<file path="config.mk">
export PLATFORM = sky130hd
export DESIGN_NAME = bsb_coord
export DESIGN_NICKNAME = d
export VERILOG_FILES = /design/src/hdl/bsb_pkg.sv /design/src/hdl/bsb_coord.sv
export SDC_FILE = /design/constraint.sdc
export NUM_CORES = 1
export LEC_CHECK = 0
export BUFFER_PORTS_ARGS = -buffer_cell sky130_fd_sc_hd__buf_2
export CAP_MARGIN = 10
export CORE_UTILIZATION = 25
export DETAILED_ROUTE_END_ITERATION = 16
export PLACE_DENSITY = 0.38
export SLEW_MARGIN = 15
export SYNTH_ARGS = -nofsm -noshare
export SYNTH_HDL_FRONTEND = slang
export SYNTH_SLANG_ARGS = --single-unit
</file>
<file path="constraint.sdc">
create_clock -name clk -period 13.8 [get_ports clk]
set_clock_uncertainty 0.05 [all_clocks]
set_input_delay 1.38 -clock clk [delete_from_list [all_inputs] [get_ports clk]]
set_output_delay 1.38 -clock clk [all_outputs]
set_load 0.05 [all_outputs]
</file>
<file path="src/hdl/bsb_pkg.sv">
// ----------------------------------------------------------------------------
// bsb_pkg
// Shared types and constants for the bilinear scaled blit.
// ----------------------------------------------------------------------------
`default_nettype none

package bsb_pkg;

  localparam logic [2:0] REG_SOURCE_LEFT  = 3'd0;
  localparam logic [2:0] REG_SOURCE_TOP   = 3'd1;
  localparam logic [2:0] REG_STEP_X       = 3'd2;
  localparam logic [2:0] REG_STEP_Y       = 3'd3;
  localparam logic [2:0] REG_IMAGE_WIDTH  = 3'd4;
  localparam logic [2:0] REG_IMAGE_HEIGHT = 3'd5;
  localparam logic [2:0] REG_DEST_LEFT    = 3'd6;
  localparam logic [2:0] REG_DEST_TOP     = 3'd7;

  localparam logic FUNC_LOAD   = 1'b0;
  localparam logic FUNC_SAMPLE = 1'b1;

  localparam logic [31:0] PIX_BLACK = 32'hFF00_0000;

  typedef struct packed {
    logic [7:0]  source_left;
    logic [7:0]  source_top;
    logic [15:0] step_x;
    logic [15:0] step_y;
    logic [8:0]  image_width;
    logic [8:0]  image_height;
    logic [7:0]  dest_left;
    logic [7:0]  dest_top;
  } cfg_t;

  typedef struct packed {
    logic       vld;
    logic [8:0] dest_col;
    logic [8:0] dest_row;
  } tag_t;

  typedef enum logic [1:0] {
    NB_STORE = 2'd0,
    NB_BLACK = 2'd1,
    NB_ZERO  = 2'd2
  } nb_src_t;

  // neighbor order: 0 = (x1,y1), 1 = (x1,y2), 2 = (x2,y1), 3 = (x2,y2)
  typedef struct packed {
    logic                 x_odd;
    logic                 y_odd;
    nb_src_t [3:0]        src;
    logic    [3:0][16:0]  wgt;
  } nbr_t;

endpackage

`default_nettype wire

</file>
<file path="src/hdl/bsb_coord.sv">
// ----------------------------------------------------------------------------
// bsb_coord
// Input stage, Q16.8 source position, bank addressing, clipping and weights.
// ----------------------------------------------------------------------------
`default_nettype none

module bsb_coord #(
  parameter int MAX_WIDTH  = 256,
  parameter int MAX_HEIGHT = 256,
  parameter int AW         = 14
) (
  input  wire logic                clk,
  input  wire logic                rst_n,
  input  wire bsb_pkg::cfg_t       cfg,
  input  wire logic                in_vld,
  input  wire logic                in_func,
  input  wire logic [7:0]          in_col,
  input  wire logic [7:0]          in_row,
  input  wire logic [31:0]         in_pix,
  output logic      [3:0]          bank_we,
  output logic      [AW-1:0]       bank_waddr,
  output logic      [31:0]         bank_wdata,
  output logic      [3:0][AW-1:0]  bank_raddr,
  output bsb_pkg::tag_t            tag_o,
  output bsb_pkg::nbr_t            nbr_o
);

  localparam int HW = (MAX_WIDTH + 1) / 2;
  localparam int HH = (MAX_HEIGHT + 1) / 2;
  localparam int XW = (HW > 1) ? $clog2(HW) : 1;
  localparam int YW = (HH > 1) ? $clog2(HH) : 1;

  function automatic logic [AW-1:0] baddr(input logic [YW-1:0] r, input logic [XW-1:0] c);
    logic [AW-1:0] base;
    base = AW'(r * HW);
    return base + AW'(c);
  endfunction

  // stage 1: input register
  logic        s1_vld_r;
  logic        s1_func_r;
  logic [7:0]  s1_col_r;
  logic [7:0]  s1_row_r;
  logic [31:0] s1_pix_r;

  always_ff @(posedge clk) begin
    if (!rst_n) begin
      s1_vld_r <= 1'b0;
    end else begin
      s1_vld_r <= in_vld;
    end
    s1_func_r <= in_func;
    s1_col_r  <= in_col;
    s1_row_r  <= in_row;
    s1_pix_r  <= in_pix;
  end

  // stage 2: source position
  logic        s2_vld_r;
  logic        s2_func_r;
  logic [7:0]  s2_col_r;
  logic [7:0]  s2_row_r;
  logic [31:0] s2_pix_r;
  logic [23:0] sx_r, sx_nxt;
  logic [23:0] sy_r, sy_nxt;
  logic [8:0]  dcol_r, dcol_nxt;
  logic [8:0]  drow_r, drow_nxt;

  always_comb begin
    sx_nxt   = {8'h00, cfg.source_left, 8'h00} + ({16'h0000, s1_col_r} * {8'h00, cfg.step_x});
    sy_nxt   = {8'h00, cfg.source_top, 8'h00} + ({16'h0000, s1_row_r} * {8'h00, cfg.step_y});
    dcol_nxt = {1'b0, cfg.dest_left} + {1'b0, s1_col_r};
    drow_nxt = {1'b0, cfg.dest_top} + {1'b0, s1_row_r};
  end

  always_ff @(posedge clk) begin
    if (!rst_n) begin
      s2_vld_r <= 1'b0;
    end else begin
      s2_vld_r <= s1_vld_r;
    end
    s2_func_r <= s1_func_r;
    s2_col_r  <= s1_col_r;
    s2_row_r  <= s1_row_r;
    s2_pix_r  <= s1_pix_r;
    sx_r      <= sx_nxt;
    sy_r      <= sy_nxt;
    dcol_r    <= dcol_nxt;
    drow_r    <= drow_nxt;
  end

  // stage 2 logic: addresses, clipping, weights
  logic [15:0] x1, y1;
  logic [16:0] x2, y2;
  logic [7:0]  fx, fy;
  logic [8:0]  ifx, ify;
  logic        x1_ok, x2_ok, y1_ok, y2_ok;
  logic [XW-1:0] ec, oc;
  logic [YW-1:0] er, orow;
  logic          ld_ok;
  logic [1:0]    ld_bank;
  bsb_pkg::tag_t tag_nxt;
  bsb_pkg::nbr_t nbr_nxt;

  always_comb begin
    x1    = sx_r[23:8];
    y1    = sy_r[23:8];
    fx    = sx_r[7:0];
    fy    = sy_r[7:0];
    x2    = {1'b0, x1} + 17'd1;
    y2    = {1'b0, y1} + 17'd1;
    ifx   = 9'd256 - {1'b0, fx};
    ify   = 9'd256 - {1'b0, fy};
    x1_ok = ({1'b0, x1} < {8'h00, cfg.image_width}) && (32'(x1) < MAX_WIDTH);
    x2_ok = (x2 < {8'h00, cfg.image_width}) && (32'(x2) < MAX_WIDTH);
    y1_ok = ({1'b0, y1} < {8'h00, cfg.image_height}) && (32'(y1) < MAX_HEIGHT);
    y2_ok = (y2 < {8'h00, cfg.image_height}) && (32'(y2) < MAX_HEIGHT);
    ec    = XW'(x2 >> 1);
    oc    = XW'(x1 >> 1);
    er    = YW'(y2 >> 1);
    orow  = YW'(y1 >> 1);

    for (int b = 0; b < 4; b++) begin
      bank_raddr[b] = baddr(b[1] ? orow : er, b[0] ? oc : ec);
    end

    ld_ok      = s2_vld_r && (s2_func_r == bsb_pkg::FUNC_LOAD) &&
                 (32'(s2_col_r) < MAX_WIDTH) && (32'(s2_row_r) < MAX_HEIGHT);
    ld_bank    = {s2_row_r[0], s2_col_r[0]};
    bank_waddr = baddr(YW'(s2_row_r >> 1), XW'(s2_col_r >> 1));
    bank_wdata = s2_pix_r;
    for (int b = 0; b < 4; b++) begin
      bank_we[b] = ld_ok && (ld_bank == 2'(b));
    end

    tag_nxt.vld      = s2_vld_r && (s2_func_r == bsb_pkg::FUNC_SAMPLE);
    tag_nxt.dest_col = dcol_r;
    tag_nxt.dest_row = drow_r;

    nbr_nxt.x_odd  = x1[0];
    nbr_nxt.y_odd  = y1[0];
    nbr_nxt.src[0] = (x1_ok && y1_ok) ? bsb_pkg::NB_STORE : bsb_pkg::NB_BLACK;
    nbr_nxt.src[1] = (fy == 8'h00) ? bsb_pkg::NB_ZERO :
                     (x1_ok && y2_ok) ? bsb_pkg::NB_STORE : bsb_pkg::NB_BLACK;
    nbr_nxt.src[2] = (fx == 8'h00) ? bsb_pkg::NB_ZERO :
                     (x2_ok && y1_ok) ? bsb_pkg::NB_STORE : bsb_pkg::NB_BLACK;
    nbr_nxt.src[3] = (fx == 8'h00 || fy == 8'h00) ? bsb_pkg::NB_ZERO :
                     (x2_ok && y2_ok) ? bsb_pkg::NB_STORE : bsb_pkg::NB_BLACK;
    nbr_nxt.wgt[0] = {8'h00, ifx} * {8'h00, ify};
    nbr_nxt.wgt[1] = {8'h00, ifx} * {9'h000, fy};
    nbr_nxt.wgt[2] = {9'h000, fx} * {8'h00, ify};
    nbr_nxt.wgt[3] = {9'h000, fx} * {9'h000, fy};
  end

  // stage 3: aligned with bank read data
  bsb_pkg::tag_t tag_r;
  bsb_pkg::nbr_t nbr_r;

  always_ff @(posedge clk) begin
    if (!rst_n) begin
      tag_r.vld <= 1'b0;
    end else begin
      tag_r.vld <= tag_nxt.vld;
    end
    tag_r.dest_col <= tag_nxt.dest_col;
    tag_r.dest_row <= tag_nxt.dest_row;
    nbr_r          <= nbr_nxt;
  end

  assign tag_o = tag_r;
  assign nbr_o = nbr_r;

endmodule

`default_nettype wire

</file>
==> After elaboration in Yosys (flattened, before gate mapping) <==
Cells that the tools add are included.
{ "word_totals": {"regBits": 261, "output_inout_bits": 203, "word_cells": 80} }
{ "op_classes": {"add_sub_neg": 13, "multipliers": 6, "magnitude_cmp": 8, "n_eq_ne": 3, "muxes": 4, "bitwise_logic": 1, "n_reduce_logical": 18} }
{ "op_table": {"columns": ["op", "count"], "rows": [
  ["$add 14x7->14", 5],
  ["$add 16x24->24", 2],
  ["$mul 8x16->24", 2],
  ["$add 16x1->17 const B", 2],
  ["$lt 17x9->1", 2],
  ["$lt 17x9->1 const B", 2],
  ["$lt 16x9->1", 2],
  ["$lt 16x9->1 const B", 2],
  ["$add 8x8->9", 2],
  ["$sub 9x8->9 const A", 2],
  ["$mul 8x9->17", 1],
  ["$mul 9x8->17", 1],
  ["$mul 9x9->17", 1],
  ["$logic_not 8->1", 2],
  ["$mul 8x8->16", 1],
  ["$logic_and 1x1->1", 14],
  ["$eq 2x2->1 const B", 2],
  ["$mux 1", 4],
  ["$eq 2x1->1 const B", 1],
  ["$logic_not 2->1", 1],
  ["$logic_or 1x1->1", 1],
  ["$not 1->1", 1]
]} }

==> Logic depth before layout (Yosys ltp) <==
{ "logic_depth": {"word_depth": 5, "depth_mapped": 23, "ltp_nobuf": 22} }

==> Least setup slack after synthesis <==
OpenSTA, ideal clock, no wires.
{ "synth_timing": {"kind": "input to register", "from": "input port cfg[47] (netlist name)", "to": "register sy_r[22]", "setup_time_ns": 0.072, "arrival_time_ns": 5.387, "required_time_ns": 13.678, "path_slack_ns": 8.291, "path_stages": 17, "n_path_buf": 2, "cell_sequence": "buf_1 -> and2_1 -> fa_1 -> inv_1 -> fa_1 -> fa_1 -> fa_1 -> inv_1 -> ha_1 -> clkbuf_1 -> and4_1 -> and2_1 -> o2111ai_1 -> a21boi_1 -> a311o_1 -> a21oi_1 -> xnor2_1"} }
{ "synth_via": {"elab_chain_cells": 2} }
{ "synth_lines": {"columns": ["item", "line_no", "source"], "rows": [
  ["from (decl)", "bsb_coord.sv:14", "input wire bsb_pkg::cfg_t cfg,"],
  ["$mul 8x16->24", "bsb_coord.sv:71", "sy_nxt = {8'h00, cfg.source_top, 8'h00} + ({16'h0000, s1_row_r} * {8'h00, cfg.step_y});"],
  ["$add 16x24->24", "bsb_coord.sv:71", null],
  ["net sy_nxt[22]", "bsb_coord.sv:65", "logic [23:0] sy_r, sy_nxt;"],
  ["to (signal assigned)", "bsb_coord.sv:87", "sy_r <= sy_nxt;"],
  ["to (decl)", "bsb_coord.sv:65", null]
]} }
The timed path passes the listed nets, and every way through them passes these cells.
A chain may end at the register's enable or synchronous reset.

==> results.toml <==
[critical_path]
crit_family = "adder cells"
cpPeakStageDelay_ns = 0.85
r2r-start = "sx_r[0]"
cp-endpoint = "nbr_o[30]"
path_depth = 17
cp-startpoint = "sx_r[0]"
r2r_slack_ns = 7.22
critPathKind = "flip-flop to flip-flop"
required_ns = 14.20
startpoint_type = "flip-flop"
cp_cell_sequence = "clkinv_1 -> ha_1 -> xnor2_1 -> and2_1 -> fa_1 -> fa_1 -> fa_1 -> inv_1 -> fa_1 -> inv_1 -> ha_1 -> o21a_1 -> o21ai_0 -> a21oi_1 -> o21ai_0 -> nand2_1 -> o311ai_0"
crit_buf_inv = 3
worstPathArrival_ns = 6.98
timing.rr.end = "nbr_o[30]"
cp_max_fo = 12
critPathMostFrequentCell = "fa_1"
cpMaxStageDelayCell = "xnor2_1"
endpoint_kind = "flip-flop"
worstRegToRegCells = 17

[placement]
gp_congestion = 0.762
hpwl_mm = 53.7
portBuffers = 334
dpl_cell_area_sq_mm = 0.0284

[global_routing]
grtUsageTotal = 0.134
overflow = 0
grt_max_degree = 22
grt_pass1_vias = 19235
grt_pass1_wl_mm = 108
antenna_found_initial = 4

[detailed_routing]
post-route-drc-count = 0
vias = 17965
detail_route.first_pass.iterations = 4
vias_per_cell = 4.10
avgRoutedWirePerCell_microns = 15.3
wirelength_mm = 67.0
ant_nets = 0
drt_iter0_markers = 544

[layout]
area_delta_synth_final_pct = 16.4
drive_gt1_frac = 0.145
fillers = 10964
fin_area_sq_mm = 0.0297
fin_util = 0.295
final_nets = 3782

[logic_synthesis]
synth_warnings = 0
synth.ff_latch_count = 258
syn_avg_cell_area_sq_um = 9.37
synthesis.area_sq_mm = 0.0256
ys_seq_area_frac = 0.202
yosys.area.top_type = "fa_1"
async_flop_share = 0
synth_edf_count = 0
synth_area_leaders = "fa_1, dfxtp_1, ha_1, inv_1, and2_1"
synth-main-ff-cell = "dfxtp_1"
synth_cell_type_count = 76
yosysTopAreaCellShare = 0.280
synthCells = 2730

[run_status]
outcome = "complete, no violations"

[cts]
cts-root-buf = "clkbuf_16"
cts_resized = 0
clockBufferDepth = 3
cts_tree = "yes"
cts_made_buffers = 37
clk_pin_slew_ns = 0.06
h-tree-depth = 2
cts_sinks = 258
post_cts_buffers = 0
clock_latency_ns = 0.60
postCtsHoldBufs = 0

[floorplan]
num_rows = 116
die_w_microns = 322
fp.dieArea_sq_mm = 0.104
num_io_pins = 337
die_height_microns = 322
start_util = 0.254
core_area_sq_mm = 0.101

[sta]
fin_setup_tns_ns = 0
slew_headroom = 0.279
fmax_mhz = 152
slew_violations = 0
layout_worst_path_cycle_share = 0.477
rsz0062_at_grt = "false"
tightest_slew_ns = 1.07
setup_viol = 0
hold_viol = 0
period_needed_ns = 6.58

[worst_hold_path]
hp-class = "flip-flop to flip-flop"

[run]
maxCapViolCount = 0
## routing by layer
layer	global-route usage	wire length, microns	vias to the layer above
met2	0.228	32000	245
met1	0.175	31300	8752
met4	0.0319	1300	2
li1	-	-	8909
met5	0	13	-
met3	0.0231	2380	57
## area by class of cell
class / instances / area [sq um] / share of cell area
Tap cell: 1357 / 1700 / 0.0571
Antenna cell: 2 / 5.00 / 0.000168
Inverter: 540 / 2030 / 0.0683
Timing Repair Buffer: 356 / 1840 / 0.0617
Clock inverter: 24 / 380 / 0.0128
Multi-Input combinational cell: 1806 / 17700 / 0.594
Clock buffer: 41 / 961 / 0.0323
Sequential cell: 258 / 5160 / 0.174
## cells in the mapped netlist (33+ instances only)
cell type / count
inv_1: 538
fa_1: 357
and2_1: 322
ha_1: 292
dfxtp_1: 258
nand2_1: 214
nor2_1: 106
xnor2_1: 85
a21oi_1: 71
buf_4: 62
clkbuf_1: 60
o21ai_0: 41
xor2_1: 33
## state kept, by name, indices dropped and copies added (netlist names)
register	flops
s2_vld_r	1
s1_col_r	8
sy_r	24
s2_func_r	1
s2_col_r	8
s1_row_r	8
s1_func_r	1
s1_vld_r	1
bank_wdata	32
tag_o	19
sx_r	24
drow_r	9
nbr_o	73
s2_row_r	8
dcol_r	9
s1_pix_r	32
## stage by stage
stage / setup slack [ns] / hold slack, ns / std cells
final: 7.22 / 0.265 / 4384
after global routing: 6.85 / 0.267 / 4382
after CTS: 7.19 / 0.264 / 4382
after detailed placement: 7.23 / 0.262 / 4317
after global placement: 7.35 / 0.260 / 4317
after floorplan: 8.29 / 0.260 / 2731
## cells by family (layout without fill, tap and decap cells)
| family | after synthesis | in the layout | synth area share |
|---|---|---|---|
| simple gates | 787 | 787 | 0.162 |
| other cells | 1 | 4 | 0.000147 |
| mux | 5 | 5 | 0.00201 |
| buf+inv | 667 | 961 | 0.108 |
| xor+xnor | 119 | 119 | 0.0411 |
| flops | 258 | 258 | 0.202 |
| fa+ha+maj | 649 | 649 | 0.422 |
| compound gates | 244 | 244 | 0.0628 |
## worst min path at each step
stage	startpoint	to	slack, ns	cells after the start
global placement	s1_pix_r[23]	bank_wdata[23]	0.26	0
detailed placement	s1_pix_r[10]	bank_wdata[10]	0.26	0
global route	s1_pix_r[19]	bank_wdata[19]	0.27	0
finish	s1_pix_r[19]	bank_wdata[19]	0.27	0
floorplan	s1_pix_r[0]	bank_wdata[0]	0.26	0
CTS	s1_pix_r[19]	bank_wdata[19]	0.26	0
## cells in the final DEF, fill, tap and decap left out, types with 12 or more instances in the layout
cell type / count
fa_1: 357
a21o_1: 30
a21oi_1: 71
nor2b_1: 17
inv_1: 538
ha_1: 292
buf_2: 334
nand3_1: 25
and3_1: 12
xor2_1: 33
xnor2_1: 82
o21ai_0: 41
nand2b_1: 16
clkbuf_16: 37
and2_1: 322
dfxtp_1: 258
nand2_1: 214
buf_4: 22
o21a_1: 18
nor3_1: 26
nor2_1: 106
Power is left out: the tool's default activity adds up to more than one toggle a clock period on the data nets, which glitch-free logic cannot reach.
